<file path="src/rtl/lobm_pkg.sv">
// Package for the order book matcher: command and status codes, trade cap,
// queued command type and engine state type. No dependencies.
package lobm_pkg;

    typedef enum logic [2:0] {
        CMD_ADD     = 3'd0,
        CMD_CANCEL  = 3'd1,
        CMD_MODIFY  = 3'd2,
        CMD_EXECUTE = 3'd3,
        CMD_MATCH   = 3'd4
    } t_cmd;

    typedef enum logic [1:0] {
        ST_DONE    = 2'd0,
        ST_DUP     = 2'd1,
        ST_UNKNOWN = 2'd2,
        ST_FULL    = 2'd3
    } t_status;

    localparam int MATCH_CAP = 31;

    typedef struct packed {
        logic [2:0]         command;
        logic [31:0]        order_id;
        logic               side;
        logic signed [31:0] price;
        logic [31:0]        quantity;
    } t_item;

    typedef enum logic [2:0] {
        S_IDLE,
        S_SCAN,
        S_DECIDE,
        S_EMIT,
        S_WAIT
    } t_state;

endpackage

</file>
<file path="src/rtl/lobm_front.sv">
// Front end: accepts commands and holds them in a short queue.
// Depends on lobm_pkg.
module lobm_front
    import lobm_pkg::*;
(
    input  logic        i_clk,
    input  logic        i_rst_n,
    input  logic        i_valid,
    output logic        o_stall,
    input  t_item       i_item,
    output logic        o_q_valid,
    input  logic        i_q_take,
    output t_item       o_q_item
);
    t_item      r_mem [4];
    logic [1:0] r_wp, r_rp;
    logic [2:0] r_cnt;
    logic       w_push, w_pop;

    assign o_stall   = (r_cnt == 3'd4);
    assign w_push    = i_valid && !o_stall;
    assign w_pop     = i_q_take && (r_cnt != 3'd0);
    assign o_q_valid = (r_cnt != 3'd0);
    assign o_q_item  = r_mem[r_rp];

    // store transfer
    always_ff @(posedge i_clk) begin
        if (w_push) r_mem[r_wp] <= i_item;
    end

    // advance pointers
    always_ff @(posedge i_clk) begin
        if (!i_rst_n) begin
            r_wp <= '0; r_rp <= '0; r_cnt <= '0;
        end else begin
            if (w_push) r_wp <= r_wp + 2'd1;
            if (w_pop)  r_rp <= r_rp + 2'd1;
            r_cnt <= r_cnt + {2'b0, w_push} - {2'b0, w_pop};
        end
    end
endmodule

</file>
<file path="config.mk">
export PLATFORM = sky130hd
export DESIGN_NAME = lobm_front
export DESIGN_NICKNAME = d
export VERILOG_FILES = /design/src/rtl/lobm_pkg.sv /design/src/rtl/lobm_front.sv
export SDC_FILE = /design/constraint.sdc
export NUM_CORES = 1
export LEC_CHECK = 0
export BUFFER_PORTS_ARGS = -buffer_cell sky130_fd_sc_hd__clkbuf_2
export CAP_MARGIN = 25
export CORE_AREA = 2 2 175 177
export DETAILED_ROUTE_END_ITERATION = 10
export DIE_AREA = 0 0 177 179
export PLACE_DENSITY = 0.76
export SKIP_CTS_REPAIR_TIMING = 1
export SLEW_MARGIN = 20
export SYNTH_ARGS = -nofsm -noshare
export SYNTH_HDL_FRONTEND = slang
export SYNTH_SLANG_ARGS = --single-unit
</file>
<file path="constraint.sdc">
create_clock -name i_clk -period 3.28 [get_ports i_clk]
set_input_delay 0 -clock i_clk [delete_from_list [all_inputs] [get_ports i_clk]]
set_output_delay 0 -clock i_clk [all_outputs]
set_load 0.01 [all_outputs]
</file>
# Word-level counts from Yosys, hierarchy flattened
# Memories as Yosys holds them, arrays and structs flattened. A register that Yosys moved wholly into a read port is not among the register bits.
# Index checks and enable logic that the tools add are counted.
totals:
  ram_bits: 400
  inputBits: 104
  register_bits: 7
  wordCells: 17
  memories: 1
memory_table:
  columns: ["memory", "words", "width", "rd", "rd_ports_with_merged_regs", "wr", "line_no", "source"]
  rows:
  - ["r_mem", 4, 100, 1, 1, 1, "lobm_front.sv:15", "t_item r_mem [4];"]
classes:
  n_eq_ne: 1
  add_sub_neg: 4
  muxes: 4
  n_reduce_logical: 4
op_table:
  columns: ["cell", "n"]
  rows:
  - ["$add A2 B1 Y2 const B", 2]
  - ["$mux W2", 2]
  - ["$add A3 B1 Y3", 1]
  - ["$eq A3 B3 Y1 const B", 1]
  - ["$reduce_bool A3 Y1", 1]
  - ["$sub A3 B1 Y3", 1]
  - ["$logic_and A1 B1 Y1", 2]
  - ["$mux W1", 2]
  - ["$logic_not A1 Y1", 1]

# Longest topological paths before layout
depth:
  depth_word: 5
  mapped_depth: 12
  depth_no_buf: 11

# Worst setup path before layout
# No wires, ideal clock.
synth_timing:
  kind: "register to register"
  startpoint: "register r_cnt[1]"
  endpoint: "memory r_mem[0][0] (netlist name) (enable)"
  path_stages_with_launch: 5
  path_slack_ns: -0.320
  setup_ns: 0.470
  synth_period_minus_slack_ns: 3.600
  t_required_ns: 2.810
  t_arrival_ns: 3.129
  cell_sequence: "dfxtp_1 nor3b_2 nor2b_1 buf_2 and2_1"
synth_between:
  elab_chain_cells: 5
synth_rtl:
  columns: ["element", "line_no", "source"]
  rows:
  - ["from (decl)", "lobm_front.sv:17", "logic [2:0] r_cnt;"]
  - ["from (signal assigned)", "lobm_front.sv:38", "r_cnt <= r_cnt + {2'b0, w_push} - {2'b0, w_pop};"]
  - ["$eq A3 B3 Y1", "lobm_front.sv:20", "assign o_stall = (r_cnt == 3'd4);"]
  - ["named net o_stall", "lobm_front.sv:9", "output logic o_stall,"]
  - ["$logic_not A1 Y1", "lobm_front.sv:21", "assign w_push = i_valid && !o_stall;"]
  - ["$logic_and A1 B1 Y1", "lobm_front.sv:21", null]
  - ["$mux W1", "lobm_front.sv:28", "if (w_push) r_mem[r_wp] <= i_item;"]
  - ["$mux W1 (implied by the code)", "lobm_front.sv:28", null]
  - ["to (decl)", "lobm_front.sv:15", null]
# The timed path passes the listed nets, and every way through them passes these cells.

# Worst setup path after layout
layout_timing:
  startpoint: "register r_cnt[1]"
  endpoint: "register r_cnt[2]"
layout_between:
  elab_chain_cells: 5
  word_cells_on_any_way: 7
  cone_classes: "2 x add/sub; 1 x eq/ne; 4 x reduce/logical"
layout_rtl:
  columns: ["element", "line_no"]
  rows:
  - ["$eq A3 B3 Y1", "lobm_front.sv:20"]
  - ["$logic_not A1 Y1", "lobm_front.sv:21"]
  - ["$logic_and A1 B1 Y1", "lobm_front.sv:21"]
  - ["$add A3 B1 Y3", "lobm_front.sv:38"]
  - ["$sub A3 B1 Y3 (*)", "lobm_front.sv:38"]
# Mark *: on every way between the ends. The rest lies on a longest branch, timed or not.
# A chain may end at the register's enable or synchronous reset.

==> impl_metrics.json <==
{
  "status": "finished with violations",
  "die_width_um": 177,
  "p_clk_share_pct": 30.7,
  "clk_latency_ps": 520,
  "grt_pass1_vias": 7215,
  "crit_top_cell": "inv_1",
  "final_common_cell": "edfxtp_1",
  "syn_nets": 681,
  "synth_compound_area_share_pct": 0.117,
  "async_flop_share_pct": 0,
  "ir_drop_mv": 0.500,
  "yosys.area_share.xor_xnor_pct": 0.233,
  "ctsRootBufferMaster": "clkbuf_16",
  "dp_slack_ps": 878,
  "cts.clk_slew.worst_paths_ps": 60,
  "synth_edf_count": 400,
  "worstSetupPathType": "reg -> reg",
  "area_delta_synth_final_pct": 24.9,
  "wirelength_mm": 28.1,
  "min_path_type": "in -> reg",
  "synth.avg_cell_area_um2": 26.3,
  "antenna_found_initial": 2,
  "place_inst": 1161,
  "period_needed_ps": 2420,
  "min_from": "i_valid",
  "setup_viol": 0,
  "seq_area_frac_synth_pct": 81.2,
  "r2r-end": "r_cnt[2]$_SDFF_PN0_",
  "vias": 7107,
  "worstMarginPinSlew_ps": 635,
  "crit_arrival_ps": 2840,
  "fmax_mhz": 412,
  "syn-cell-area_um2": 15000,
  "p_int_mw": 10.3,
  "wl_per_cell_um": 21.0,
  "period_share_pct": 73.9,
  "gp_congestion": 0.756,
  "layout_common_cells": "edfxtp_1, clkbuf_2, dlygate4sd3_1",
  "worstSetupEndpointType": "flop",
  "cpPeakStageDelay_ps": 470,
  "path_delay_family": "adder cells",
  "io_buffers": 205,
  "min_to": "r_wp[1]$_SDFFE_PN0P_",
  "synthAdderAreaFrac_pct": 0.634,
  "crit_cells": 12,
  "clock_skew_ps": 16.3,
  "p_sw_share_pct": 25.7,
  "grt_max_degree": 64,
  "clkSinkCount": 409,
  "clockBufferDepth": 3,
  "layout-drive-gt1-share_pct": 39.9,
  "grt_usage_pct": 17.2,
  "cts_tree": "done",
  "maxCapViolations": 0,
  "initial_core_util_pct": 50.0,
  "pwr-share-seq_pct": 47.3,
  "power.leakage_nw": 6.38,
  "critPathRequiredTime_ps": 3690,
  "die_h_um": 179,
  "row_count": 64,
  "cts_buffers": 41,
  "worst-path-buf-inv": 4,
  "crit_path_max_fanout": 7,
  "finalHoldViolations": 2,
  "antenna_left": 0,
  "syn_inst": 570,
  "htreeDepth": 2,
  "r2r_slack_ps": 860,
  "vias_per_cell": 5.32,
  "grt_pass1_wl_mm": 40.6,
  "power_frac_comb_pct": 22.0,
  "synth_area_leaders": "edfxtp_1, mux4_2, buf_12",
  "reg2regPathDepth": 12,
  "synth_top_area_cell": "edfxtp_1",
  "ys.flop_type": "edfxtp_1",
  "dp_hpwl_mm": 16.0,
  "synthMuxAreaShare_pct": 15.1,
  "fin_ws_ps": 855,
  "grt_overflow": 0,
  "tns_ps": 0,
  "route.detailed.drc": 0,
  "drv_slew": 0,
  "violations": "hold timing",
  "rsz0062_at_grt": "no",
  "synth_simple_gate_area_share_pct": 0.684,
  "slew_headroom_pct": 57.7,
  "holdWs_ps": -23.0,
  "io_pins": 206,
  "yosysWarningCount": 0,
  "yosys_register_bits": 409,
  "ys_types": 20,
  "finalNonFillerCells": 1337,
  "coreArea_um2": 30000,
  "synth_top_area_share_pct": 80.0,
  "critPathLaunchType": "flop",
  "nNetsFinal": 1021,
  "first_iter_violations": 586,
  "power_density_nw_per_um2": 738,
  "crit-reg2reg-launch": "r_cnt[1]$_SDFF_PN0_",
  "power.switching_mw": 3.55,
  "whs_path_depth": 4,
  "cp_slowest_cell": "dfxtp_1",
  "drt_first_pass_iters": 5,
  "die_area_um2": 31700,
  "synth_top_family_by_area": "multiplexers",
  "crit_chain": "nor3b_2, nor2b_1, buf_4, inv_1, ha_1, inv_1, ha_1, inv_1, fa_1, xnor2_1, xnor2_1, and2_1"
}
==> worst min-delay path: stages <==
cell      delay, ps
clkbuf_2         80
nor2b_1         130
buf_4           170
mux2i_1          80
==> flip-flops by register name (all words and copies together) (netlist names), named ones only <==
signal	flops
r_cnt	3
r_rp	2
r_mem	400
r_wp	2
==> cell usage after synthesis, types with 2 or more instances <==
cell / instances
and2_1: 7
buf_12: 10
buf_2: 11
dfxtp_1: 9
edfxtp_1: 400
ha_1: 6
inv_1: 5
mux2i_1: 2
mux4_2: 100
nand2_1: 4
nor2b_1: 4
xnor2_1: 4
==> kinds of logic after synthesis <==
group | Yosys count
AO/OA/AOI/OAI | 2
XOR/XNOR | 4
adder cells (fa/ha/maj) | 7
buffers and inverters | 29
flip-flops | 409
multiplexers | 102
AND/OR/NAND/NOR | 17
==> power groups by stage <==
stage	sequential, mW	clock, mW	combinational (mW)
2_1_floorplan	6.54	0	2.10
3_3_place_gp	6.62	0	2.97
3_5_place_dp	6.65	0	2.99
4_1_cts	6.55	4.36	3.00
5_1_grt	6.59	4.57	3.28
6_report	6.54	4.25	3.04
==> worst max-delay path by stage <==
stage                        start                     to  slack [ps]
5_1_grt        r_cnt[1]$_SDFF_PN0_    r_cnt[2]$_SDFF_PN0_         670
3_5_place_dp   r_cnt[1]$_SDFF_PN0_    r_cnt[2]$_SDFF_PN0_         880
4_1_cts        r_cnt[1]$_SDFF_PN0_    r_cnt[2]$_SDFF_PN0_         870
3_3_place_gp   r_cnt[1]$_SDFF_PN0_    r_cnt[2]$_SDFF_PN0_         990
2_1_floorplan  r_cnt[1]$_SDFF_PN0_  r_mem[0][0]$_DFFE_PP_         790
6_report       r_cnt[1]$_SDFF_PN0_    r_cnt[2]$_SDFF_PN0_         860
==> per-layer routing <==
metal  wire, µm  up-vias  GRT usage [%]
li1           -     3132              -
met1      11700     3689           23.3
met2      13800      242           27.3
met3       1960       44           5.30
met4        574        0           4.86
met5          0        -              0
==> layout make-up <==
class	instances	area, µm²
tap	396	495
fill	2067	11300
inverter	5	18.8
clock inverter	17	100
multi-input combinational	132	2530
clock buffer	55	1120
antenna	2	5.00
sequential	409	12200
timing repair buffer	321	2260
==> stage by stage <==
| stage | utilization (%) | hold slack [ps] | cell area (µm²) | total power [mW] |
|---|---|---|---|---|
| floorplan | - | 98.9 | 15000 | 8.65 |
| global placement | 54.9 | 217 | 16500 | 9.59 |
| detailed placement | 54.9 | 221 | 16500 | 9.64 |
| CTS | 59.0 | -325 | 17700 | 13.9 |
| global route | 62.4 | 4.25 | 18700 | 14.4 |
| finish | 62.4 | -23.0 | 18700 | 13.8 |
Note: power is estimated with default switching activity, not from simulation.
